## src/sv/gnpt_pkg.sv

```systemverilog
// shared types and constants for the grid neighbor peer table
// no dependencies; imported by every module of the block
`default_nettype none

package gnpt_pkg;

   // field widths
   localparam int KIND_W = 2;
   localparam int PEER_W = 32;
   localparam int POS_W  = 24;
   localparam int CELL_W = 24;
   localparam int SIZE_W = 23;
   localparam int STAT_W = 2;
   localparam int DIFF_W = CELL_W + 1;

   // stream packing
   localparam int REQ_BITS   = PEER_W + 2 * POS_W;
   localparam int REQ_DATA_W = ((REQ_BITS + 7) / 8) * 8;
   localparam int RSP_BITS   = STAT_W + PEER_W;
   localparam int RSP_DATA_W = ((RSP_BITS + 7) / 8) * 8;

   // table size default and config reset
   localparam int MAX_PEERS_DEF = 64;
   localparam logic [SIZE_W-1:0] CELL_SIZE_RESET = SIZE_W'(256);

   // divider: one quotient bit per step
   localparam int DIV_STEPS = POS_W;
   localparam int STEP_W    = $clog2(DIV_STEPS);

   // neighborhood reach in cells
   localparam logic signed [DIFF_W-1:0] NEAR_LO = DIFF_W'(-2);
   localparam logic signed [DIFF_W-1:0] NEAR_HI = DIFF_W'(2);

   // item kinds
   localparam logic [KIND_W-1:0] KIND_PLACE  = KIND_W'(0);
   localparam logic [KIND_W-1:0] KIND_REMOVE = KIND_W'(1);
   localparam logic [KIND_W-1:0] KIND_QUERY  = KIND_W'(2);
   localparam logic [KIND_W-1:0] KIND_NONE   = KIND_W'(3);

   // result status codes
   localparam logic [STAT_W-1:0] STAT_OK      = STAT_W'(0);
   localparam logic [STAT_W-1:0] STAT_CHANGED = STAT_W'(1);
   localparam logic [STAT_W-1:0] STAT_FULL    = STAT_W'(2);
   localparam logic [STAT_W-1:0] STAT_ABSENT  = STAT_W'(3);

   // sequencer states
   typedef enum logic [2:0] {
      S_IDLE,
      S_DIV_X,
      S_DIV_Y,
      S_SCAN,
      S_FINISH
   } seq_state_type;

   // table control from the sequencer
   typedef struct packed {
      logic rd_en;
      logic wr_en;
      logic set_valid;
      logic clr_valid;
   } tbl_ctl_type;

endpackage

`default_nettype wire

```

## src/sv/gnpt_div.sv

```systemverilog
// shared restoring divider: position to grid cell with floor rounding
// depends on gnpt_pkg
`default_nettype none

module gnpt_div
   import gnpt_pkg::*;
(
   input  logic                     clock,
   input  logic                     reset,
   input  logic                     start,
   input  logic signed [POS_W-1:0]  pos,
   input  logic        [SIZE_W-1:0] divisor,
   output logic                     done,
   output logic signed [CELL_W-1:0] cell_idx
);

   logic              busy_ff, busy_in;
   logic              done_ff, done_in;
   logic [STEP_W-1:0] step_ff, step_in;
   logic [SIZE_W-1:0] rem_ff, rem_in;
   logic [POS_W-1:0]  quo_ff, quo_in;
   logic [SIZE_W-1:0] dvs_ff, dvs_in;
   logic              neg_ff, neg_in;
   logic [CELL_W-1:0] cell_ff, cell_in;

   logic [SIZE_W:0]   trial;
   logic [SIZE_W:0]   diff;
   logic              fits;
   logic [SIZE_W-1:0] rem_next;
   logic [POS_W-1:0]  quo_next;
   logic [POS_W-1:0]  mag;
   logic              round_up;
   logic [POS_W:0]    qsum;
   logic [POS_W:0]    qneg;
   logic              last_step;

   // one quotient bit per cycle
   always_comb begin
      trial     = {rem_ff, quo_ff[POS_W-1]};
      diff      = trial - {1'b0, dvs_ff};
      fits      = trial >= {1'b0, dvs_ff};
      rem_next  = fits ? diff[SIZE_W-1:0] : trial[SIZE_W-1:0];
      quo_next  = {quo_ff[POS_W-2:0], fits};
      last_step = step_ff == STEP_W'(DIV_STEPS - 1);
      // negative positions round toward minus infinity
      round_up  = neg_ff && (rem_next != '0);
      qsum      = {1'b0, quo_next} + (POS_W+1)'(round_up);
      qneg      = ~qsum + (POS_W+1)'(1);
      mag       = pos[POS_W-1] ? (~pos + POS_W'(1)) : pos;
   end

   // sequencing of the iterations
   always_comb begin
      busy_in = busy_ff;
      done_in = 1'b0;
      step_in = step_ff;
      rem_in  = rem_ff;
      quo_in  = quo_ff;
      dvs_in  = dvs_ff;
      neg_in  = neg_ff;
      cell_in = cell_ff;
      if (start) begin
         busy_in = 1'b1;
         step_in = '0;
         rem_in  = '0;
         quo_in  = mag;
         dvs_in  = divisor;
         neg_in  = pos[POS_W-1];
      end else if (busy_ff) begin
         rem_in  = rem_next;
         quo_in  = quo_next;
         step_in = step_ff + STEP_W'(1);
         if (last_step) begin
            busy_in = 1'b0;
            done_in = 1'b1;
            cell_in = neg_ff ? qneg[CELL_W-1:0] : qsum[CELL_W-1:0];
         end
      end
   end

   // control registers
   always_ff @(posedge clock) begin
      if (reset) begin
         busy_ff <= 1'b0;
         done_ff <= 1'b0;
      end else begin
         busy_ff <= busy_in;
         done_ff <= done_in;
      end
   end

   // datapath registers
   always_ff @(posedge clock) begin
      step_ff <= step_in;
      rem_ff  <= rem_in;
      quo_ff  <= quo_in;
      dvs_ff  <= dvs_in;
      neg_ff  <= neg_in;
      cell_ff <= cell_in;
   end

   assign done     = done_ff;
   assign cell_idx = cell_ff;

endmodule

`default_nettype wire

```

## config.mk

```make
export PLATFORM = sky130hd
export DESIGN_NAME = gnpt_div
export DESIGN_NICKNAME = d
export VERILOG_FILES = /design/src/sv/gnpt_pkg.sv /design/src/sv/gnpt_div.sv
export SDC_FILE = /design/constraint.sdc
export NUM_CORES = 1
export LEC_CHECK = 0
export BUFFER_PORTS_ARGS = -buffer_cell sky130_fd_sc_hd__buf_2
export CAP_MARGIN = 20
export CORE_MARGIN = 2
export CORE_UTILIZATION = 60
export CTS_BUF_LIST = sky130_fd_sc_hd__clkbuf_16
export DETAILED_ROUTE_END_ITERATION = 8
export GPL_TIMING_DRIVEN = 0
export PLACE_DENSITY = 0.81
export SYNTH_ARGS = -nofsm -noshare
export SYNTH_HDL_FRONTEND = slang
export SYNTH_SLANG_ARGS = --single-unit
```

## constraint.sdc

```tcl
create_clock -name clock -period 6.2 [get_ports clock]
set_clock_uncertainty 0.05 [all_clocks]
set_input_delay 0 -clock clock [delete_from_list [all_inputs] [get_ports clock]]
set_output_delay 0 -clock clock [all_outputs]
set_load 0.02 [all_outputs]
```

==> results.json <==
{
  "vias": 6173,
  "hold_violations": 0,
  "maxCapViolations": 0,
  "cp_max_fo": 10,
  "min_period_ns": 5.867,
  "r2r_end": "cell_idx[23]$_DFFE_PP_",
  "overflow": 0,
  "startpoint": "quo_ff[23]$_DFFE_PP_",
  "use_met2": 0.4896,
  "firstDrtPassIters": 7,
  "coreArea_um2": 11520,
  "postPlaceCellArea_um2": 7687,
  "irDropWorstVdd_uv": 165.4,
  "dp_cells": 979,
  "yosys-top-cells-area": "edfxtp_1 (30%), dfxtp_1 (8.4%), xnor2_1 (5.2%)",
  "leakage_nw": 3.300,
  "max_slew.worst_pin.slew_ns": 0.9915,
  "fin_crit_sh": 0.9463,
  "tritoncts": "built",
  "ys_seq_area_frac": 0.3879,
  "grtUsageMet3": 0.04606,
  "rrSetupSlack_ns": 0.33,
  "syn_inst": 761,
  "rr_startpoint": "quo_ff[23]$_DFFE_PP_",
  "fin_nets": 952,
  "hold_start": "pos[21]",
  "power_density_nw_per_um2": 233.9,
  "pin_count": 75,
  "start_kind": "flip-flop",
  "start_util": 0.6184,
  "viasPerCell": 6.046,
  "cts_buffers": 9,
  "max_freq_mhz": 170.5,
  "remaining_drc_errors": 6,
  "min_path_type": "in2reg",
  "crit_end": "cell_idx[23]$_DFFE_PP_",
  "grt_max_degree": 26,
  "drive_gt1_frac": 0.1663,
  "yosysTopAreaCell": "edfxtp_1",
  "clock-sinks": 102,
  "layoutNonFillerInstCount": 1021,
  "die_x_um": 113.0,
  "ys_types": 81,
  "antenna_cells": 0,
  "grt_pass1_vias": 6019,
  "grt-busiest-layer": "met2",
  "slew_violations": 0,
  "run_status": "complete, but fails checks",
  "final_area_um2": 8253,
  "critPathKind": "reg2reg",
  "synth_top_flop_cell": "edfxtp_1",
  "synth_edf_count": 72,
  "post-route-util": 0.7166,
  "cts_root_buffer": "clkbuf_16",
  "power_mw": 1.930,
  "grt_pass1_wl_um": 27960,
  "path_clk_slew_ns": 0.07,
  "syn_avg_cell_area_um2": 9.359,
  "syn2layout_area_growth_pct": 15.88,
  "fp.dieH_um": 113.0,
  "syn_nets": 840,
  "routabilityCongestion": 0.9156,
  "synthesis.area_um2": 7122,
  "violations": "design-rule violations",
  "relSlewSlack": 0.3374,
  "setup_viol_count_final": 0,
  "first_iter_violations": 373,
  "yosys.area.top_type_share": 0.3036,
  "cp.arrival_ns": 5.92,
  "crit_path_end_kind": "flip-flop",
  "dp_hpwl_um": 12870,
  "finalWirelength_um": 17220,
  "ys_warn_count": 0,
  "clockBufferDepth": 2,
  "row_count": 39,
  "antenna_found_initial": 0,
  "clock_latency_ns": 0.36,
  "grtUsageTotal": 0.2724,
  "die_area_um2": 12760,
  "worst-r2r-cell-count": 26,
  "antenna_left": 0,
  "async_reset_ff_frac": 0,
  "h-tree-depth": 3,
  "crit_required_ns": 6.26,
  "io_buffers": 74,
  "synth.ff_latch_count": 102,
  "met1_usage": 0.3302,
  "routedWlPerCell_um": 16.86
}
==> cell usage after synthesis (all sizes together) (3+ instances only) <==
cell type	number
nor2	78
edfxtp	72
nand2	48
a21oi	44
inv	42
o21ai	42
xnor2	42
xor2	38
dfxtp	30
ha	28
nand3	27
clkbuf	26
a211oi	23
mux2i	22
buf	17
nor3	15
nand4	14
a31oi	12
a21o	10
and2	10
and3	10
nor4	10
o21a	9
o31ai	8
or3	7
and4	6
or2	6
mux2	5
a211o	4
o21bai	4
o41ai	4
a41oi	3
nand3b	3
nor2b	3
o211a	3
o211ai	3
or4	3
==> power breakdown <==
group          switching [mW]  internal (mW)  total, mW
Clock                   0.248          0.263      0.511
Combinational           0.338          0.244      0.582
Sequential             0.0428          0.794      0.837
Total                   0.629           1.30       1.93
==> through the flow <==
step	setup TNS, ns	setup slack [ns]	hold WS [ns]
after floorplan	0	0.8878	0.01907
after global placement	0	0.1252	0.1260
after detailed placement	0	0.07107	0.1281
after CTS	0	0.02539	0.01029
after global routing	-0.1151	-0.05152	0.02994
final	0	0.3332	0.01431
==> critical path, stage by stage, from the launching register on <==
cell	delay (ns)
edfxtp_1	0.45
inv_1	0.09
ha_1	0.19
fa_1	0.23
nor2b_2	0.08
o21a_1	0.19
o311ai_2	0.34
o211ai_1	0.19
a41oi_2	0.33
inv_1	0.17
clkbuf_4	0.26
nand2_1	0.11
o32a_1	0.13
a21oi_1	0.05
a31oi_1	0.20
ha_2	0.26
ha_1	0.15
buf_2	0.23
and3_1	0.19
buf_4	0.16
nand4_1	0.22
or3_1	0.46
nor2_1	0.17
nand3_1	0.11
xnor2_1	0.18
o31ai_2	0.30
xnor2_1	0.11
==> what timing repair did <==
action / in CTS / in global routing
resized for setup: 0 / 8
setup endpoints to repair: 0 / 8
hold buffers: 26 / 0
setup buffers: 0 / 2
hold endpoints to repair: 27 / 0
==> routing by layer <==
metal / share of wire / wire length (µm) / up-vias
met2: 0.50 / 8638 / 206
met3: 0.054 / 923 / 38
li1: - / - / 3025
met4: 0.023 / 391 / 0
met5: 0 / 0 / -
met1: 0.42 / 7263 / 2904
==> kinds of logic (layout without fill, tap and decap cells) <==
logic type	after synthesis	count (layout)	synth area share
AO/OA/AOI/OAI	193	193	0.1918
XOR/XNOR	80	80	0.1010
adder cells (fa/ha/maj)	29	29	0.05200
buffers and inverters	85	202	0.05130
flip-flops	102	102	0.3879
multiplexers	27	27	0.03935
AND/OR/NAND/NOR	245	245	0.1766
==> cell usage in the layout, fill, tap and decap left out, types with 9 or more instances in the layout <==
| master | netlist | final |
|---|---|---|
| dfxtp_1 | 30 | 30 |
| edfxtp_1 | 72 | 72 |
| xnor2_1 | 42 | 41 |
| o21ai_0 | 39 | 39 |
| nor4_1 | 9 | 9 |
| buf_2 | 10 | 83 |
| nand2_1 | 48 | 48 |
| xor2_1 | 37 | 37 |
| a21o_1 | 10 | 10 |
| nand4_1 | 12 | 12 |
| nor3_1 | 12 | 11 |
| clkbuf_16 | 0 | 9 |
| a31oi_1 | 10 | 10 |
| a21oi_1 | 44 | 44 |
| a211oi_1 | 21 | 21 |
| dlygate4sd3_1 | 0 | 26 |
| mux2i_1 | 22 | 22 |
| clkbuf_1 | 26 | 24 |
| nand3_1 | 26 | 26 |
| inv_1 | 42 | 46 |
| and3_1 | 10 | 10 |
| and2_1 | 10 | 10 |
| ha_1 | 28 | 27 |
| nor2_1 | 78 | 78 |
==> flip-flops by register name (all words and copies together), names as in the netlist <==
| register | count |
|---|---|
| busy_ff | 1 |
| done | 1 |
| neg_ff | 1 |
| step_ff | 5 |
| cell_idx | 24 |
| rem_ff | 23 |
| quo_ff | 24 |
| dvs_ff | 23 |
==> worst min path at each step <==
stage	to	slack [ns]	depth (start not counted)
global route	quo_ff[4]$_DFFE_PP_	0.03	3
global placement	dvs_ff[0]$_DFFE_PP_	0.13	1
floorplan	busy_ff$_SDFF_PP0_	0.02	1
CTS	quo_ff[4]$_DFFE_PP_	0.01	3
finish	quo_ff[21]$_DFFE_PP_	0.01	3
detailed placement	dvs_ff[21]$_DFFE_PP_	0.13	1
==> cell type report <==
type | instances | area [µm²]
multi-input combinational | 574 | 4041
fill | 900 | 3263
clock buffer | 9 | 225.2
buffer | 41 | 202.7
tap | 143 | 178.9
clock inverter | 7 | 27.53
timing repair buffer | 103 | 656.9
inverter | 42 | 157.7
sequential | 102 | 2763
(Power assumes the default switching activity.)
