<file path="src/sv/gnpt_pkg.sv">
// shared types and constants for the grid neighbor peer table
// no dependencies; imported by every module of the block
`default_nettype none

package gnpt_pkg;

   // field widths
   localparam int KIND_W = 2;
   localparam int PEER_W = 32;
   localparam int POS_W  = 24;
   localparam int CELL_W = 24;
   localparam int SIZE_W = 23;
   localparam int STAT_W = 2;
   localparam int DIFF_W = CELL_W + 1;

   // stream packing
   localparam int REQ_BITS   = PEER_W + 2 * POS_W;
   localparam int REQ_DATA_W = ((REQ_BITS + 7) / 8) * 8;
   localparam int RSP_BITS   = STAT_W + PEER_W;
   localparam int RSP_DATA_W = ((RSP_BITS + 7) / 8) * 8;

   // table size default and config reset
   localparam int MAX_PEERS_DEF = 64;
   localparam logic [SIZE_W-1:0] CELL_SIZE_RESET = SIZE_W'(256);

   // divider: one quotient bit per step
   localparam int DIV_STEPS = POS_W;
   localparam int STEP_W    = $clog2(DIV_STEPS);

   // neighborhood reach in cells
   localparam logic signed [DIFF_W-1:0] NEAR_LO = DIFF_W'(-2);
   localparam logic signed [DIFF_W-1:0] NEAR_HI = DIFF_W'(2);

   // item kinds
   localparam logic [KIND_W-1:0] KIND_PLACE  = KIND_W'(0);
   localparam logic [KIND_W-1:0] KIND_REMOVE = KIND_W'(1);
   localparam logic [KIND_W-1:0] KIND_QUERY  = KIND_W'(2);
   localparam logic [KIND_W-1:0] KIND_NONE   = KIND_W'(3);

   // result status codes
   localparam logic [STAT_W-1:0] STAT_OK      = STAT_W'(0);
   localparam logic [STAT_W-1:0] STAT_CHANGED = STAT_W'(1);
   localparam logic [STAT_W-1:0] STAT_FULL    = STAT_W'(2);
   localparam logic [STAT_W-1:0] STAT_ABSENT  = STAT_W'(3);

   // sequencer states
   typedef enum logic [2:0] {
      S_IDLE,
      S_DIV_X,
      S_DIV_Y,
      S_SCAN,
      S_FINISH
   } seq_state_type;

   // table control from the sequencer
   typedef struct packed {
      logic rd_en;
      logic wr_en;
      logic set_valid;
      logic clr_valid;
   } tbl_ctl_type;

endpackage

`default_nettype wire

</file>
<file path="src/sv/gnpt_ctrl.sv">
// sequencer: cell division, table scan, table update and result register
// depends on gnpt_pkg; drives gnpt_div and gnpt_table
`default_nettype none

module gnpt_ctrl
   import gnpt_pkg::*;
#(
   parameter int MAX_PEERS = MAX_PEERS_DEF,
   parameter int IDX_W     = $clog2(MAX_PEERS),
   parameter int CNT_W     = $clog2(MAX_PEERS + 1)
)(
   input  logic                     clock,
   input  logic                     reset,
   // item side
   input  logic                     req_valid,
   output logic                     req_ready,
   input  logic [KIND_W-1:0]        req_kind,
   input  logic [PEER_W-1:0]        req_peer,
   input  logic signed [POS_W-1:0]  req_pos_x,
   input  logic signed [POS_W-1:0]  req_pos_y,
   // divider
   output logic                     div_start,
   output logic signed [POS_W-1:0]  div_pos,
   input  logic                     div_done,
   input  logic signed [CELL_W-1:0] div_cell,
   // table
   output tbl_ctl_type              tbl_ctl,
   output logic [IDX_W-1:0]         tbl_rd_addr,
   output logic [IDX_W-1:0]         tbl_wr_addr,
   output logic [PEER_W-1:0]        tbl_wr_peer,
   output logic signed [CELL_W-1:0] tbl_wr_cx,
   output logic signed [CELL_W-1:0] tbl_wr_cy,
   input  logic                     tbl_rd_valid,
   input  logic [PEER_W-1:0]        tbl_rd_peer,
   input  logic signed [CELL_W-1:0] tbl_rd_cx,
   input  logic signed [CELL_W-1:0] tbl_rd_cy,
   // result side
   output logic                     rsp_valid,
   input  logic                     rsp_ready,
   output logic [STAT_W-1:0]        rsp_status,
   output logic                     rsp_found,
   output logic [PEER_W-1:0]        rsp_peer,
   output logic                     rsp_last
);

   seq_state_type state_ff, state_in;

   logic [KIND_W-1:0]        kind_ff, kind_in;
   logic [PEER_W-1:0]        id_ff, id_in;
   logic signed [POS_W-1:0]  posy_ff, posy_in;
   logic signed [CELL_W-1:0] cx_ff, cx_in;
   logic signed [CELL_W-1:0] cy_ff, cy_in;
   logic [CNT_W-1:0]         rd_idx_ff, rd_idx_in;
   logic                     ev_vld_ff, ev_vld_in;
   logic [IDX_W-1:0]         ev_idx_ff, ev_idx_in;
   logic                     match_ff, match_in;
   logic [IDX_W-1:0]         match_idx_ff, match_idx_in;
   logic                     chg_ff, chg_in;
   logic                     free_ff, free_in;
   logic [IDX_W-1:0]         free_idx_ff, free_idx_in;
   logic                     pend_vld_ff, pend_vld_in;
   logic [PEER_W-1:0]        pend_peer_ff, pend_peer_in;
   logic                     rsp_valid_ff, rsp_valid_in;
   logic [STAT_W-1:0]        rsp_status_ff, rsp_status_in;
   logic                     rsp_found_ff, rsp_found_in;
   logic [PEER_W-1:0]        rsp_peer_ff, rsp_peer_in;
   logic                     rsp_last_ff, rsp_last_in;

   logic                     is_query;
   logic                     is_place;
   logic                     out_ok;
   logic                     e_match;
   logic                     e_near;
   logic signed [DIFF_W-1:0] dx;
   logic signed [DIFF_W-1:0] dy;
   logic                     stall;
   logic                     issue;
   logic                     advance;
   logic                     scan_end;
   logic                     push;
   logic [STAT_W-1:0]        push_status;
   logic                     push_found;
   logic [PEER_W-1:0]        push_peer;
   logic                     push_last;

   // entry evaluation and scan handshakes
   always_comb begin
      is_query = kind_ff == KIND_QUERY;
      is_place = kind_ff == KIND_PLACE;
      out_ok   = !rsp_valid_ff || rsp_ready;
      e_match  = tbl_rd_valid && (tbl_rd_peer == id_ff);
      dx       = {tbl_rd_cx[CELL_W-1], tbl_rd_cx} - {cx_ff[CELL_W-1], cx_ff};
      dy       = {tbl_rd_cy[CELL_W-1], tbl_rd_cy} - {cy_ff[CELL_W-1], cy_ff};
      e_near   = tbl_rd_valid && !e_match && (dx >= NEAR_LO) && (dx <= NEAR_HI)
                 && (dy >= NEAR_LO) && (dy <= NEAR_HI);
      // a second hit needs the result register for the one held back
      stall    = ev_vld_ff && is_query && e_near && pend_vld_ff && !out_ok;
      advance  = (state_ff == S_SCAN) && !stall;
      issue    = advance && (rd_idx_ff < CNT_W'(MAX_PEERS));
      scan_end = (state_ff == S_SCAN) && !ev_vld_ff && (rd_idx_ff == CNT_W'(MAX_PEERS));
   end

   // next state
   always_comb begin
      state_in = state_ff;
      case (state_ff)
         S_IDLE: begin
            if (req_valid) begin
               case (req_kind)
                  KIND_PLACE:  state_in = S_DIV_X;
                  KIND_QUERY:  state_in = S_DIV_X;
                  KIND_REMOVE: state_in = S_SCAN;
                  default:     state_in = S_IDLE;
               endcase
            end
         end
         S_DIV_X: begin
            if (div_done) state_in = S_DIV_Y;
         end
         S_DIV_Y: begin
            if (div_done) state_in = S_SCAN;
         end
         S_SCAN: begin
            if (scan_end) state_in = S_FINISH;
         end
         S_FINISH: begin
            if (out_ok) state_in = S_IDLE;
         end
         default: state_in = S_IDLE;
      endcase
   end

   // outputs of the sequencer
   always_comb begin
      req_ready         = state_ff == S_IDLE;
      div_start         = 1'b0;
      div_pos           = (state_ff == S_IDLE) ? req_pos_x : posy_ff;
      tbl_ctl           = '0;
      tbl_ctl.rd_en     = issue;
      tbl_rd_addr       = rd_idx_ff[IDX_W-1:0];
      tbl_wr_addr       = match_ff ? match_idx_ff : free_idx_ff;
      tbl_wr_peer       = id_ff;
      tbl_wr_cx         = cx_ff;
      tbl_wr_cy         = cy_ff;
      push              = 1'b0;
      push_status       = STAT_OK;
      push_found        = 1'b0;
      push_peer         = '0;
      push_last         = 1'b1;
      case (state_ff)
         S_IDLE: begin
            div_start = req_valid && ((req_kind == KIND_PLACE) || (req_kind == KIND_QUERY));
         end
         S_DIV_X: begin
            div_start = div_done;
         end
         S_SCAN: begin
            // a new hit releases the one held back, which is not the last
            if (advance && ev_vld_ff && is_query && e_near && pend_vld_ff) begin
               push       = 1'b1;
               push_found = 1'b1;
               push_peer  = pend_peer_ff;
               push_last  = 1'b0;
            end
         end
         S_FINISH: begin
            push = out_ok;
            if (is_query) begin
               push_found  = pend_vld_ff;
               push_peer   = pend_vld_ff ? pend_peer_ff : '0;
               push_status = pend_vld_ff ? STAT_OK : STAT_ABSENT;
            end else if (is_place) begin
               if (match_ff) begin
                  push_status   = chg_ff ? STAT_CHANGED : STAT_OK;
                  tbl_ctl.wr_en = out_ok;
               end else if (free_ff) begin
                  push_status       = STAT_CHANGED;
                  tbl_ctl.wr_en     = out_ok;
                  tbl_ctl.set_valid = out_ok;
               end else begin
                  push_status = STAT_FULL;
               end
            end else begin
               push_status       = match_ff ? STAT_OK : STAT_ABSENT;
               tbl_ctl.clr_valid = out_ok && match_ff;
            end
         end
         default: begin
            push = 1'b0;
         end
      endcase
   end

   // datapath next values
   always_comb begin
      kind_in       = kind_ff;
      id_in         = id_ff;
      posy_in       = posy_ff;
      cx_in         = cx_ff;
      cy_in         = cy_ff;
      rd_idx_in     = rd_idx_ff;
      ev_vld_in     = ev_vld_ff;
      ev_idx_in     = ev_idx_ff;
      match_in      = match_ff;
      match_idx_in  = match_idx_ff;
      chg_in        = chg_ff;
      free_in       = free_ff;
      free_idx_in   = free_idx_ff;
      pend_vld_in   = pend_vld_ff;
      pend_peer_in  = pend_peer_ff;
      // item capture clears the scan bookkeeping
      if ((state_ff == S_IDLE) && req_valid) begin
         kind_in     = req_kind;
         id_in       = req_peer;
         posy_in     = req_pos_y;
         rd_idx_in   = '0;
         ev_vld_in   = 1'b0;
         match_in    = 1'b0;
         free_in     = 1'b0;
         pend_vld_in = 1'b0;
      end
      if ((state_ff == S_DIV_X) && div_done) cx_in = div_cell;
      if ((state_ff == S_DIV_Y) && div_done) cy_in = div_cell;
      // one entry a cycle through the read register while the scan is not stalled
      if (advance) begin
         rd_idx_in = issue ? (rd_idx_ff + CNT_W'(1)) : rd_idx_ff;
         ev_vld_in = issue;
         ev_idx_in = rd_idx_ff[IDX_W-1:0];
         if (ev_vld_ff) begin
            if (e_match && !match_ff) begin
               match_in     = 1'b1;
               match_idx_in = ev_idx_ff;
               chg_in       = (tbl_rd_cx != cx_ff) || (tbl_rd_cy != cy_ff);
            end
            if (!tbl_rd_valid && !free_ff) begin
               free_in     = 1'b1;
               free_idx_in = ev_idx_ff;
            end
            if (is_query && e_near) begin
               pend_vld_in  = 1'b1;
               pend_peer_in = tbl_rd_peer;
            end
         end
      end
   end

   // result register
   always_comb begin
      rsp_valid_in  = rsp_valid_ff;
      rsp_status_in = rsp_status_ff;
      rsp_found_in  = rsp_found_ff;
      rsp_peer_in   = rsp_peer_ff;
      rsp_last_in   = rsp_last_ff;
      if (push) begin
         rsp_valid_in  = 1'b1;
         rsp_status_in = push_status;
         rsp_found_in  = push_found;
         rsp_peer_in   = push_peer;
         rsp_last_in   = push_last;
      end else if (rsp_ready) begin
         rsp_valid_in = 1'b0;
      end
   end

   // control registers
   always_ff @(posedge clock) begin
      if (reset) begin
         state_ff     <= S_IDLE;
         ev_vld_ff    <= 1'b0;
         rsp_valid_ff <= 1'b0;
      end else begin
         state_ff     <= state_in;
         ev_vld_ff    <= ev_vld_in;
         rsp_valid_ff <= rsp_valid_in;
      end
   end

   // payload registers
   always_ff @(posedge clock) begin
      kind_ff       <= kind_in;
      id_ff         <= id_in;
      posy_ff       <= posy_in;
      cx_ff         <= cx_in;
      cy_ff         <= cy_in;
      rd_idx_ff     <= rd_idx_in;
      ev_idx_ff     <= ev_idx_in;
      match_ff      <= match_in;
      match_idx_ff  <= match_idx_in;
      chg_ff        <= chg_in;
      free_ff       <= free_in;
      free_idx_ff   <= free_idx_in;
      pend_vld_ff   <= pend_vld_in;
      pend_peer_ff  <= pend_peer_in;
      rsp_status_ff <= rsp_status_in;
      rsp_found_ff  <= rsp_found_in;
      rsp_peer_ff   <= rsp_peer_in;
      rsp_last_ff   <= rsp_last_in;
   end

   assign rsp_valid  = rsp_valid_ff;
   assign rsp_status = rsp_status_ff;
   assign rsp_found  = rsp_found_ff;
   assign rsp_peer   = rsp_peer_ff;
   assign rsp_last   = rsp_last_ff;

endmodule

`default_nettype wire

</file>
<file path="config.mk">
export PLATFORM = sky130hd
export DESIGN_NAME = gnpt_ctrl
export DESIGN_NICKNAME = d
export VERILOG_FILES = /design/src/sv/gnpt_pkg.sv /design/src/sv/gnpt_ctrl.sv
export SDC_FILE = /design/constraint.sdc
export NUM_CORES = 1
export LEC_CHECK = 0
export ABC_AREA = 1
export BUFFER_PORTS_ARGS = -buffer_cell sky130_fd_sc_hd__buf_2
export CAP_MARGIN = 20
export CORE_MARGIN = 3
export CORE_UTILIZATION = 48
export DETAILED_ROUTE_END_ITERATION = 6
export PLACE_DENSITY = 0.84
export SYNTH_ARGS = -nofsm -noshare
export SYNTH_HDL_FRONTEND = slang
export SYNTH_SLANG_ARGS = --single-unit
</file>
<file path="constraint.sdc">
create_clock -name clock -period 4.6 [get_ports clock]
set_input_delay 0.46 -clock clock [delete_from_list [all_inputs] [get_ports clock]]
set_output_delay 0.46 -clock clock [all_outputs]
set_load 0.02 [all_outputs]
</file>
==> out/results.txt, run 1 <==
Netlist Area Pre-Place: 12,360 µm²
result of the run: finished clean
number of vias per cell: 5.036
number of buffers inserted by port buffering: 350
setup violation total in the final timing report: 0
post-CTS setup-driven buffer insertion count: 0
count of boundary I/O pins: 351
Filler cells: 2,177
setup repair after global routing missed its margin: false
Slew @ Worst Pin: 852.3 ps
signed area change from the synthesized netlist to the final layout: 22.75%
Bufs on Longest Clock Path: 3
routed via count: 10,929
clk sink count: 208
Max transition margin: 0.4318
total CTS buffers: 24
Routed WL: 34,360 µm
Resize count post-CTS: 0
hold crit path type: in -> reg
portion of the post-synthesis area used by sequential elements: 0.4990
routability congestion estimate: 0.9717
detailed-routing iteration count for the pre-antenna-repair pass: 5
number of H-tree levels: 1
clock tree from TritonCTS: done
critical path arrival: 3680 ps
required time of the worst setup path: 4140 ps
CTS root buf: sky130_fd_sc_hd__clkbuf_16
global-route wire length before repair: 53,750 µm
final instance area: 15,170 µm²
final critical path time including I/O delays and setup: 4144 ps
remaining design rule violation count: 0
Max Slew Vio Count: 0
initial standard-cell utilization of the core: 0.4893
commonest non-fill, non-tap cell in the layout: sky130_fd_sc_hd__nand2_1
share of the synthesized area in the top cell type: 0.4860
initial antenna violation count: 8
number of nets with antenna violations after detailed routing: 0
maximum achievable frequency: 241.3 MHz
WS Path Type: reg -> out
Static Leakage: 7.394 nW
count of hold buffers inserted by post-cts repair: 0
vertical die dimension: 166.4 µm
routed wire length per instance: 15.83 µm
total core area: 25,250 µm²
cells taking the most area after synthesis: sky130_fd_sc_hd__edfxtp_1 (49%), sky130_fd_sc_hd__nand2_1 (15%), sky130_fd_sc_hd__inv_1 (7.8%)
die width: 166.4 µm
commonest cells after routing, fill and taps aside: sky130_fd_sc_hd__nand2_1 (482), sky130_fd_sc_hd__buf_2 (350), sky130_fd_sc_hd__inv_1 (258), sky130_fd_sc_hd__edfxtp_1 (200), sky130_fd_sc_hd__nor2_1 (107)
max-cap viol count: 0
Pwr per Cell Area: 433.5 nW/µm²
count of endpoints failing hold in the final timing report: 0
synthesized net count: 1,699
number of register bits inferred by synthesis: 208
floorplan die area: 27,700 µm²
type of element capturing the critical path: output port
part of the cycle the worst path needs: 0.9009
number of standard cells after synthesis: 1,455
Reg clk slew, reported paths: 60 ps
mean instance size in the synthesized netlist: 8.493 µm²
worst setup skew after layout: 20.92 ps
number of global-route vias before repair: 10,661
grt total ovfl: 0
Max Fanout on Critical Path: 4
DP HPWL: 27,840 µm
Unique masters post-synth: 43
initial DRC count: 953
Max VDD drop: 0.0003451 V
number of nets in the finished design: 2,062
placement-stage cell area: 14,430 µm²
pin count of the biggest net entering global routing: 61
type of origin of the critical path: flip-flop
Yosys top cell by area: sky130_fd_sc_hd__edfxtp_1
Ys Warns: 0
# rows: 58
combined global-route utilization of all metal layers: 0.2390
summed negative setup slack over all endpoints: 0 ps
later-pin clock latency in the skew report: 520 ps
share of post-route cells with drive strength above 1: 0.2545
==> registers in the layout (all words and copies together), names as in the netlist <==
| signal | count |
|---|---|
| match_idx_ff | 6 |
| free_ff | 1 |
| match_ff | 1 |
| pend_peer_ff | 32 |
| ev_idx_ff | 6 |
| rsp_peer | 32 |
| tbl_wr_cx | 24 |
| tbl_wr_peer | 32 |
| state_ff | 3 |
| ev_vld_ff | 1 |
| rsp_last | 1 |
| pend_vld_ff | 1 |
| kind_ff | 2 |
| rsp_valid | 1 |
| posy_ff | 24 |
| rd_idx_ff | 7 |
| chg_ff | 1 |
| free_idx_ff | 6 |
| rsp_status | 2 |
| tbl_wr_cy | 24 |
| rsp_found | 1 |
==> critical path, cell delays in order, from the launching register on <==
cell	delay, ps
sky130_fd_sc_hd__edfxtp_1	430
sky130_fd_sc_hd__ha_1	210
sky130_fd_sc_hd__inv_1	70
sky130_fd_sc_hd__fa_1	470
sky130_fd_sc_hd__nand2_1	110
sky130_fd_sc_hd__nand2_1	80
sky130_fd_sc_hd__nand3_1	80
sky130_fd_sc_hd__nand2_1	90
sky130_fd_sc_hd__nand2_1	120
sky130_fd_sc_hd__nand3_1	100
sky130_fd_sc_hd__nand2_1	120
sky130_fd_sc_hd__and2_1	140
sky130_fd_sc_hd__nand3_1	80
sky130_fd_sc_hd__nor2_1	100
sky130_fd_sc_hd__nand2_1	60
sky130_fd_sc_hd__nand2_1	80
sky130_fd_sc_hd__nand3_1	80
sky130_fd_sc_hd__nor2_2	200
sky130_fd_sc_hd__nand4_1	150
sky130_fd_sc_hd__nand3_1	190
sky130_fd_sc_hd__inv_1	50
sky130_fd_sc_hd__buf_2	160
==> kinds of logic (layout without fill, tap and decap cells) <==
| logic type | Yosys count | count (layout) | synth area share |
|---|---|---|---|
| AO/OA/AOI/OAI | 68 | 68 | 0.03088 |
| XOR/XNOR | 44 | 44 | 0.03119 |
| adder cells (fa/ha/maj) | 52 | 52 | 0.05387 |
| buffers and inverters | 290 | 670 | 0.09478 |
| flip-flops | 208 | 208 | 0.4990 |
| other | 0 | 5 | 0 |
| AND/OR/NAND/NOR | 793 | 793 | 0.2903 |
==> cell usage after synthesis <==
cell and number:
sky130_fd_sc_hd__inv_2 10, sky130_fd_sc_hd__nand3_2 3, sky130_fd_sc_hd__o21ai_0 11, sky130_fd_sc_hd__a211oi_1 2, sky130_fd_sc_hd__inv_1 258, sky130_fd_sc_hd__nand3b_1 11
sky130_fd_sc_hd__xor2_1 32, sky130_fd_sc_hd__nor2_4 33, sky130_fd_sc_hd__buf_12 3, sky130_fd_sc_hd__ha_1 50, sky130_fd_sc_hd__o21a_1 1, sky130_fd_sc_hd__o2111ai_1 1
sky130_fd_sc_hd__nand4_1 28, sky130_fd_sc_hd__nor3_2 2, sky130_fd_sc_hd__clkbuf_1 5, sky130_fd_sc_hd__a21oi_1 40, sky130_fd_sc_hd__nand2_2 15, sky130_fd_sc_hd__nand2_4 2
sky130_fd_sc_hd__buf_2 4, sky130_fd_sc_hd__o21bai_1 5, sky130_fd_sc_hd__nor3_1 18, sky130_fd_sc_hd__a21o_1 1, sky130_fd_sc_hd__edfxtp_1 200, sky130_fd_sc_hd__buf_4 7
sky130_fd_sc_hd__and2_0 1, sky130_fd_sc_hd__dfxtp_1 8, sky130_fd_sc_hd__o211ai_1 1, sky130_fd_sc_hd__a31oi_1 2, sky130_fd_sc_hd__nand2_1 482, sky130_fd_sc_hd__nor2_1 110
sky130_fd_sc_hd__nand4_2 1, sky130_fd_sc_hd__o22ai_1 2, sky130_fd_sc_hd__fa_1 2, sky130_fd_sc_hd__nand3_1 70, sky130_fd_sc_hd__a21oi_2 2, sky130_fd_sc_hd__nor2_2 5
sky130_fd_sc_hd__or2_2 1, sky130_fd_sc_hd__inv_4 1, sky130_fd_sc_hd__clkinv_1 2, sky130_fd_sc_hd__and2_1 2, sky130_fd_sc_hd__nor4_1 6, sky130_fd_sc_hd__xnor2_1 12
sky130_fd_sc_hd__nor3b_1 3
==> metrics by stage <==
stage | worst slack (ps) | instances | power (mW) | util | hold slack (ps)
after floorplan | 493.4 | 1455 | 4.100 | - | 421.5
after global placement | 815.0 | 2122 | 4.763 | 0.5713 | 425.5
after detailed placement | 678.8 | 2122 | 4.826 | 0.5713 | 432.8
after CTS | 491.5 | 2165 | 6.598 | 0.6001 | 95.26
after global routing | 228.9 | 2169 | 6.979 | 0.6005 | 95.74
final | 455.8 | 2170 | 6.575 | 0.6006 | 113.7
==> worst paths after layout <==
check / startpoint / to / slack [ps] / cells past startpoint
max: tbl_wr_cx[0] / tbl_ctl[3] / 460 / 21
min: req_pos_y[10] / posy_ff[10] / 110 / 1
min reg2reg: ev_idx_ff[0] / free_idx_ff[0] / 450 / 0
max reg2reg: tbl_wr_cx[0] / free_idx_ff[3] / 750 / 21
==> per-layer routing <==
| metal | wire length, µm | global-route usage |
|---|---|---|
| met5 | 50 | 0 |
| met4 | 1570 | 0.1008 |
| met3 | 2612 | 0.04937 |
| met2 | 16530 | 0.4146 |
| met1 | 13600 | 0.2908 |
==> power by group <==
part | internal [mW] | leakage (nW) | total (mW) | switching, mW
sequential | 2.37 | 1.86 | 2.52 | 0.152
clock | 1.02 | 0.349 | 1.76 | 0.739
combinational | 0.727 | 5.19 | 2.29 | 1.56
total | 4.12 | 7.39 | 6.58 | 2.45
==> final cells by class <==
type	count	area (µm²)	area share
clock buffers	32	630.6	0.04157
repair buffers	356	1797	0.1185
well taps	330	412.9	0.02722
diodes	5	12.51	0.0008249
clock inverters	11	97.59	0.006434
inverters	271	1020	0.06723
flip-flops and latches	208	6166	0.4065
multi-input cells	957	5032	0.3318
No activity file was read; power rests on OpenSTA's default activity.
==> inputs of run 2 (changes only) <==
--- a/config.mk
+++ b/config.mk
@@ -5,11 +5,10 @@
 export SDC_FILE = /design/constraint.sdc
 export NUM_CORES = 1
 export LEC_CHECK = 0
-export ABC_AREA = 1
 export BUFFER_PORTS_ARGS = -buffer_cell sky130_fd_sc_hd__buf_2
 export CAP_MARGIN = 20
 export CORE_MARGIN = 3
-export CORE_UTILIZATION = 48
+export CORE_UTILIZATION = 47
 export DETAILED_ROUTE_END_ITERATION = 6
 export PLACE_DENSITY = 0.84
 export SYNTH_ARGS = -nofsm -noshare
==> run 2 against run 1 <==
  * Clock power about the same
  * Combinational power decreased by 10%
  * Power decreased by 3.6%
  * Maximum frequency decreased by 8.9%
  * Critical path type unchanged
==> out/results.txt, run 2 <==
result of the run: finished clean (unchanged)
Hold Crit Start: req_pos_y[2] (was req_pos_y[10])
Bufs on Longest Clock Path: 3 (unchanged)
non-filler instance count after layout: 1,721 (was 2,170)
synthesized net count: 1,250 (was 1,699)
proportion of register bits with asynchronous set or reset after synthesis: 0 (unchanged)
Unique masters post-synth: 84 (was 43)
share of the synthesized area in the top cell type: 0.5188 (was 0.4860)
final worst hold slack: 102.3 ps (was 113.7 ps)
Max VDD drop: 0.0004713 V (was 0.0003451 V)
WS Path Type: reg -> out (unchanged)
Reg clk slew, reported paths: 60 ps (about the same)
count of hold buffers inserted by post-cts repair: 0 (unchanged)
Ys Warns: 0 (unchanged)
routability congestion estimate: 0.9783 (was 0.9717)
primary flip-flop cell chosen by synthesis mapping: sky130_fd_sc_hd__edfxtp_1 (unchanged)
routed via count: 9,734 (was 10,929)
clk sink count: 208 (unchanged)
final instance area: 14,800 µm² (was 15,170 µm²)
Max Slew Vio Count: 0 (unchanged)
cell with the largest stage delay on the worst path: sky130_fd_sc_hd__or4b_2 (was sky130_fd_sc_hd__fa_1)
Switching Power: 2.214 mW (was 2.454 mW)
count of endpoints failing hold in the final timing report: 0 (unchanged)
Sequential Area: 6166 µm² (unchanged)
Max transition margin: 0.3524 (was 0.4318)
type of origin of the critical path: flip-flop (unchanged)
number of vias per cell: 5.656 (was 5.036)
number of nets in the finished design: 1,628 (was 2,062)
remaining design rule violation count: 0 (unchanged)
switching portion of total power: 0.3492 (was 0.3733)
portion of total power attributed to combinational logic: 0.325 (was 0.348)
die width: 162.9 µm (was 166.4 µm)
combined global-route utilization of all metal layers: 0.2511 (was 0.2390)
critical path startpoint: tbl_wr_cy[0] (was tbl_wr_cx[0])
Routed WL: 34,670 µm (was 34,360 µm)
Filler cells: 1,883 (was 2,177)
setup repair after global routing missed its margin: true (was false)
final critical path time including I/O delays and setup: 4549 ps (was 4144 ps)
internal power of the cells: 4.127 mW (was 4.121 mW)
type of element capturing the critical path: output port (unchanged)
Max Fanout on Critical Path: 5 (was 4)
hold crit path type: in -> reg (unchanged)
maximum achievable frequency: 219.8 MHz (was 241.3 MHz)
grt total ovfl: 0 (unchanged)
critical path cell sequence: ha_1 -> inv_1 -> fa_1 -> a211oi_2 -> or2_4 -> a21oi_1 -> xnor2_1 -> nor2b_2 -> or4b_2 -> nor4_1 -> and4_2 -> o22ai_2 -> o21ai_2 -> nor2_1 -> buf_4 (was ha_1 -> inv_1 -> fa_1 -> nand2_1 -> nand2_1 -> nand3_1 -> nand2_1 -> nand2_1 -> nand3_1 -> nand2_1 -> and2_1 -> nand3_1 -> nor2_1 -> nand2_1 -> nand2_1 -> nand3_1 -> nor2_2 -> nand4_1 -> nand3_1 -> inv_1 -> buf_2)
overall power of the completed layout: 6.341 mW (was 6.575 mW)
number of buffers inserted by port buffering: 350 (unchanged)
Pwr per Cell Area: 428.5 nW/µm² (was 433.5 nW/µm²)
CTS root buf: sky130_fd_sc_hd__clkbuf_16 (unchanged)
required time of the worst setup path: 4140 ps (about the same)
commonest cells after routing, fill and taps aside: sky130_fd_sc_hd__buf_2 (349), sky130_fd_sc_hd__edfxtp_1 (200), sky130_fd_sc_hd__inv_1 (64), sky130_fd_sc_hd__nand2_1 (61), sky130_fd_sc_hd__nor2_1 (61) (was sky130_fd_sc_hd__nand2_1 (482), sky130_fd_sc_hd__buf_2 (350), sky130_fd_sc_hd__inv_1 (258), sky130_fd_sc_hd__edfxtp_1 (200), sky130_fd_sc_hd__nor2_1 (107))
vertical die dimension: 162.9 µm (was 166.4 µm)
initial antenna violation count: 2 (was 8)
sequential fraction of design power: 0.393 (was 0.384)
number of H-tree levels: 1 (unchanged)
number of global-route vias before repair: 9,617 (was 10,661)
worst setup skew after layout: 28.50 ps (was 20.92 ps)
Static Leakage: 6.186 nW (was 7.394 nW)
global-route wire length before repair: 52,870 µm (was 53,750 µm)
cells taking the most area after synthesis: sky130_fd_sc_hd__edfxtp_1 (52%), sky130_fd_sc_hd__ha_1 (5.4%), sky130_fd_sc_hd__xor2_1 (3.3%) (was sky130_fd_sc_hd__edfxtp_1 (49%), sky130_fd_sc_hd__nand2_1 (15%), sky130_fd_sc_hd__inv_1 (7.8%))
commonest non-fill, non-tap cell in the layout: sky130_fd_sc_hd__buf_2 (was sky130_fd_sc_hd__nand2_1)
multi-input gate area in the final layout: 5132 µm² (was 5032 µm²)
portion of the post-synthesis area used by sequential elements: 0.5326 (was 0.4990)
DP HPWL: 27,480 µm (was 27,840 µm)
number of nets with antenna violations after detailed routing: 0 (unchanged)
pin count of the biggest net entering global routing: 47 (was 61)
Slew @ Worst Pin: 970.0 ps (was 852.3 ps)
Netlist Area Pre-Place: 11,580 µm² (was 12,360 µm²)
number of standard cells after synthesis: 1,006 (was 1,455)
detailed-routing iteration count for the pre-antenna-repair pass: 5 (unchanged)
mean instance size in the synthesized netlist: 11.51 µm² (was 8.493 µm²)
critical path arrival: 4090 ps (was 3680 ps)
total core area: 23,820 µm² (was 25,250 µm²)
signed area change from the synthesized netlist to the final layout: 27.82% (was 22.75%)
cell with the most instances after synthesis: sky130_fd_sc_hd__edfxtp_1 (was sky130_fd_sc_hd__nand2_1)
origin of the critical flop-to-flop path: tbl_wr_cx[13] (was tbl_wr_cx[0])
later-pin clock latency in the skew report: 540 ps (was 520 ps)
synth cell count leaders: sky130_fd_sc_hd__edfxtp_1 (200), sky130_fd_sc_hd__inv_1 (66), sky130_fd_sc_hd__nand2_1 (62) (was sky130_fd_sc_hd__nand2_1 (482), sky130_fd_sc_hd__inv_1 (258), sky130_fd_sc_hd__edfxtp_1 (200))
setup violation total in the final timing report: 0 (unchanged)
number of flops mapped to enable cells by yosys: 200 (unchanged)
# rows: 56 (was 58)
initial standard-cell utilization of the core: 0.4860 (was 0.4893)
Placed Cells incl. Taps: 1,671 (was 2,122)
clock power share: 0.281 (was 0.268)
placement-stage cell area: 13,830 µm² (was 14,430 µm²)
count of boundary I/O pins: 351 (unchanged)
total CTS buffers: 23 (was 24)
floorplan die area: 26,550 µm² (was 27,700 µm²)
max-cap viol count: 0 (unchanged)
part of the cycle the worst path needs: 0.9889 (was 0.9009)
Yosys top cell by area: sky130_fd_sc_hd__edfxtp_1 (unchanged)
routed wire length per instance: 20.15 µm (was 15.83 µm)
initial DRC count: 920 (was 953)
number of register bits inferred by synthesis: 208 (unchanged)
clock tree from TritonCTS: done (unchanged)
share of post-route cells with drive strength above 1: 0.3786 (was 0.2545)
critical path's largest stage delay: 590 ps (was 470 ps)
run 2: cell type report:
type | instances | area share
inverters | 66 | 0.01674
flip-flops and latches | 208 | 0.4167
well taps | 319 | 0.02697
multi-input cells | 694 | 0.3468
diodes | 2 | 0.0003382
clock buffers | 24 | 0.03915
clock inverters | 17 | 0.01057
repair buffers | 391 | 0.1427
run 2: timing repair:
item / in CTS / in global routing
pin swaps: 12 / 5
setup buffers: 7 / 0
gates cloned: 0 / 0
endpoints found under the setup margin: 1 / 116
resized for setup: 19 / 27
run 2: cells by family (layout without fill, tap and decap cells):
kind of cell	count (synthesis)	in the layout	share of synthesized area
xor+xnor	67	67	0.05133
buf+inv	104	498	0.04128
flops	208	208	0.5326
mux	35	35	0.03372
simple gates	339	339	0.1630
other cells	0	2	0
fa+ha+maj	52	52	0.05750
compound gates	201	201	0.1206
run 2: final timing paths:
path                                          to  depth (start not counted)  slack (ps)
worst min-delay path                  posy_ff[2]                          1         100
worst max register to register  pend_peer_ff[14]                         14         230
worst min register to register   match_idx_ff[3]                          0         440
worst max-delay path                  tbl_ctl[3]                         15          50
run 2: power by group through the flow:
| stage | Combinational (mW) | Clock (mW) | Sequential, mW |
|---|---|---|---|
| 6_report | 2.06 | 1.78 | 2.49 |
| 5_1_grt | 2.23 | 1.90 | 2.51 |
| 4_1_cts | 2.02 | 1.82 | 2.49 |
| 3_5_place_dp | 1.97 | 0 | 2.53 |
| 3_3_place_gp | 1.95 | 0 | 2.52 |
| 2_1_floorplan | 1.22 | 0 | 2.62 |
run 2: routing by layer:
layer / GRT usage / share of wire / vias up
met3: 0.04578 / 0.084 / 60
met4: 0.07036 / 0.027 / 0
li1: - / - / 4548
met5: 0 / 0 / -
met1: 0.3347 / 0.41 / 4596
met2: 0.4229 / 0.48 / 530
run 2: stage by stage:
stage,utilization,TNS [ps],setup slack (ps)
2_1_floorplan,-,0,150.1
3_3_place_gp,0.5806,0,81.11
3_5_place_dp,0.5806,0,19.98
4_1_cts,0.6174,0,5.518
5_1_grt,0.6212,-110.6,-110.6
6_report,0.6212,0,50.93
run 2: worst max-delay path: cells and delay by family, from the launching register on:
family | cells | cell delay, ps
fa+ha+maj | 2 | 570
flops | 1 | 350
buf+inv | 2 | 220
compound gates | 4 | 650
simple gates | 6 | 1550
xor+xnor | 1 | 230
==> inputs of run 3 (changes only) <==
--- a/config.mk
+++ b/config.mk
@@ -5,12 +5,14 @@
 export SDC_FILE = /design/constraint.sdc
 export NUM_CORES = 1
 export LEC_CHECK = 0
+export ABC_AREA = 1
 export BUFFER_PORTS_ARGS = -buffer_cell sky130_fd_sc_hd__buf_2
 export CAP_MARGIN = 20
 export CORE_MARGIN = 3
-export CORE_UTILIZATION = 47
+export CORE_UTILIZATION = 49
+export CTS_BUF_LIST = sky130_fd_sc_hd__clkbuf_2
 export DETAILED_ROUTE_END_ITERATION = 6
-export PLACE_DENSITY = 0.84
+export PLACE_DENSITY = 0.86
 export SYNTH_ARGS = -nofsm -noshare
 export SYNTH_HDL_FRONTEND = slang
 export SYNTH_SLANG_ARGS = --single-unit
==> constraint.sdc (replaced) <==
create_clock -name clock -period 4.6 [get_ports clock]
set_input_delay 0.92 -clock clock [delete_from_list [all_inputs] [get_ports clock]]
set_output_delay 0.92 -clock clock [all_outputs]
set_load 0.02 [all_outputs]
==> run 3 against run 2 <==
  * Maximum frequency is 0.50% lower
  * Global-route usage grew 0.46 points
  * Count of clock-buffer cells in the layout is 46 higher
  * Sequential cell count unchanged
  * Combinational power rose by 17%
  * Final area grew 3.4%
  * Clock skew grew 71 ps
  * Utilization up 0.27 points
  * Sequential power hardly changed
  * First-iteration DRC count fell by 8.7%
  * Clock power down 33%
  * Sequential share of layout area fell by 1.4 points
  * Highest routed layer is now met5
==> out/results.txt, run 3 (synthesized netlist as in run 1, its figures left out) <==
CTS root buf: sky130_fd_sc_hd__clkbuf_2 (was sky130_fd_sc_hd__clkbuf_16)
commonest non-fill, non-tap cell in the layout: sky130_fd_sc_hd__nand2_1 (was sky130_fd_sc_hd__buf_2)
Placed Cells incl. Taps: 2,124 (was 1,671)
non-filler instance count after layout: 2,227 (was 1,721)
critical path arrival: 3650 ps (was 4090 ps)
Max Fanout on Critical Path: 5 (unchanged)
setup violation total in the final timing report: 0 (unchanged)
type of element capturing the critical path: output port (unchanged)
remaining design rule violation count: 0 (unchanged)
commonest cells after routing, fill and taps aside: sky130_fd_sc_hd__nand2_1 (463), sky130_fd_sc_hd__buf_2 (349), sky130_fd_sc_hd__inv_1 (255), sky130_fd_sc_hd__edfxtp_1 (200), sky130_fd_sc_hd__nor2_1 (94) (was sky130_fd_sc_hd__buf_2 (349), sky130_fd_sc_hd__edfxtp_1 (200), sky130_fd_sc_hd__inv_1 (64), sky130_fd_sc_hd__nand2_1 (61), sky130_fd_sc_hd__nor2_1 (61))
clk sink count: 208 (unchanged)
number of buffers inserted by port buffering: 350 (unchanged)
flop2flop setup slack: 910 ps (was 230 ps)
GR Util met2: 0.4575 (was 0.4229)
met1 GRT Util: 0.2986 (was 0.3347)
later-pin clock latency in the skew report: 850 ps (was 540 ps)
Filler cells: 2,086 (was 1,883)
required time of the worst setup path: 3680 ps (was 4140 ps)
Sequential Area: 6166 µm² (unchanged)
initial standard-cell utilization of the core: 0.5037 (was 0.4860)
part of the cycle the worst path needs: 0.9939 (was 0.9889)
signed area change from the synthesized netlist to the final layout: 23.86% (was 27.82%)
number of H-tree levels: 2 (was 1)
placement-stage cell area: 14,490 µm² (was 13,830 µm²)
count of boundary I/O pins: 351 (unchanged)
pin count of the biggest net entering global routing: 61 (was 47)
hold crit path type: in -> reg (unchanged)
clock tree from TritonCTS: done (unchanged)
Max Slew Vio Count: 0 (unchanged)
critical path cell sequence: inv_1 -> ha_4 -> nand2_1 -> inv_1 -> nand2_1 -> inv_1 -> a21oi_1 -> nand2_1 -> nand2_1 -> nand2_1 -> nor2_1 -> nand2_1 -> nor2_1 -> nand4_1 -> nand2_1 -> nand3_2 -> nor2_4 -> nand4_1 -> nand3_2 -> inv_2 -> buf_6 (was ha_1 -> inv_1 -> fa_1 -> a211oi_2 -> or2_4 -> a21oi_1 -> xnor2_1 -> nor2b_2 -> or4b_2 -> nor4_1 -> and4_2 -> o22ai_2 -> o21ai_2 -> nor2_1 -> buf_4)
number of nets with antenna violations after detailed routing: 0 (unchanged)
routed via count: 11,119 (was 9,734)
number of cell instances on the worst register-to-register path: 23 (was 14)
met3 track demand over resource: 0.05894 (was 0.04578)
Static Leakage: 7.476 nW (was 6.186 nW)
worst setup skew after layout: 99.68 ps (was 28.50 ps)
overall power of the completed layout: 6.119 mW (was 6.341 mW)
critical path's largest stage delay: 460 ps (was 590 ps)
cell with the largest stage delay on the worst path: sky130_fd_sc_hd__edfxtp_1 (was sky130_fd_sc_hd__or4b_2)
number of nets in the finished design: 2,103 (was 1,628)
Slew @ Worst Pin: 857.7 ps (was 970.0 ps)
final critical path time including I/O delays and setup: 4572 ps (was 4549 ps)
number of cells on the worst hold path: 1 (unchanged)
critical path startpoint: tbl_wr_cy[11] (was tbl_wr_cy[0])
Reg clk slew, reported paths: 120 ps (was 60 ps)
reg2reg end: rsp_peer[17] (was pend_peer_ff[14])
grt total ovfl: 0 (unchanged)
routability congestion estimate: 0.9646 (was 0.9783)
maximum achievable frequency: 218.7 MHz (was 219.8 MHz)
final instance area: 15,300 µm² (was 14,800 µm²)
result of the run: finished clean (unchanged)
routed wire length per instance: 16.02 µm (was 20.15 µm)
Bufs on Longest Clock Path: 3 (unchanged)
share of post-route cells with drive strength above 1: 0.3147 (was 0.3786)
max-cap viol count: 0 (unchanged)
floorplan die area: 27,160 µm² (was 26,550 µm²)
die width: 164.8 µm (was 162.9 µm)
busiest layer in global routing: met2 (unchanged)
Max transition margin: 0.4282 (was 0.3524)
total core area: 24,530 µm² (was 23,820 µm²)
Pwr per Cell Area: 399.8 nW/µm² (was 428.5 nW/µm²)
DP HPWL: 28,860 µm (was 27,480 µm)
type of origin of the critical path: flip-flop (unchanged)
worst hold endpoint: tbl_wr_cy[12] (was posy_ff[2])
detailed-routing iteration count for the pre-antenna-repair pass: 5 (unchanged)
origin of the critical flop-to-flop path: tbl_wr_cy[16] (was tbl_wr_cx[13])
multi-input gate area in the final layout: 5331 µm² (was 5132 µm²)
Routed WL: 35,690 µm (was 34,670 µm)
combined global-route utilization of all metal layers: 0.2557 (was 0.2511)
final worst hold slack: 251.2 ps (was 102.3 ps)
global-route wire length before repair: 54,460 µm (was 52,870 µm)
setup repair after global routing missed its margin: true (unchanged)
count of endpoints failing hold in the final timing report: 0 (unchanged)
initial DRC count: 840 (was 920)
Hold Crit Start: div_cell[12] (was req_pos_y[2])
initial antenna violation count: 7 (was 2)
number of vias per cell: 4.993 (was 5.656)
vertical die dimension: 164.8 µm (was 162.9 µm)
total CTS buffers: 53 (was 23)
dominant cell type by count on the critical path: sky130_fd_sc_hd__nand2_1
WS Path Type: reg -> out (unchanged)
# rows: 57 (was 56)
number of global-route vias before repair: 10,847 (was 9,617)
Max VDD drop: 0.0004037 V (was 0.0004713 V)
==> run 3: how the worst max path moves through the flow <==
| stage | endpoint | slack, ps | depth (start not counted) |
|---|---|---|---|
| after floorplan | rsp_found | 30 | 23 |
| after global placement | tbl_ctl[3] | 60 | 23 |
| after detailed placement | tbl_ctl[3] | 40 | 22 |
| after CTS | tbl_ctl[3] | -120 | 22 |
| after global routing | tbl_ctl[3] | -340 | 21 |
| final | tbl_ctl[3] | 30 | 21 |
==> run 3: worst max-delay path, delay by kind of cell, from the launching register on <==
kind / cells / cell delay [ps]
AO/OA/AOI/OAI: 1 / 210
adder cells (fa/ha/maj): 1 / 230
buffers and inverters: 5 / 410
flip-flops: 1 / 460
AND/OR/NAND/NOR: 14 / 1490
==> run 3: cell type report <==
| cell class | count | share of cell area |
|---|---|---|
| well taps | 324 | 0.02649 |
| clock buffers | 70 | 0.02289 |
| inverters | 271 | 0.06663 |
| flip-flops and latches | 208 | 0.4029 |
| clock inverters | 26 | 0.007767 |
| diodes | 3 | 0.0004905 |
| multi-input cells | 957 | 0.3483 |
| repair buffers | 368 | 0.1245 |
==> run 3: what timing repair did <==
action / CTS / global route
hold buffers: 0 / 0
pin swaps: 14 / 22
setup endpoints to repair: 1 / 1
resized for setup: 19 / 65
setup buffers: 2 / 2
==> run 3: routing by layer <==
metal,vias up,routed length (µm)
met4,8,1160
met3,90,2791
met5,-,44
met2,506,18090
li1,5474,-
met1,5041,13600
==> run 3: per-stage QoR <==
| stage | setup TNS [ps] | worst slack, ps | utilization |
|---|---|---|---|
| after detailed placement | 0 | 43.37 | 0.5907 |
| after floorplan | 0 | 34.29 | - |
| final | 0 | 28.18 | 0.6238 |
| after global routing | -339.3 | -339.3 | 0.6238 |
| after global placement | 0 | 60.24 | 0.5907 |
| after CTS | -119.9 | -119.9 | 0.6129 |
==> run 3: where the power goes <==
group / internal [mW] / switching (mW) / leakage, nW
Clock: 0.431 / 0.767 / 0.345
Sequential: 2.37 / 0.148 / 1.86
Combinational: 0.784 / 1.62 / 5.27
Total: 3.58 / 2.54 / 7.48
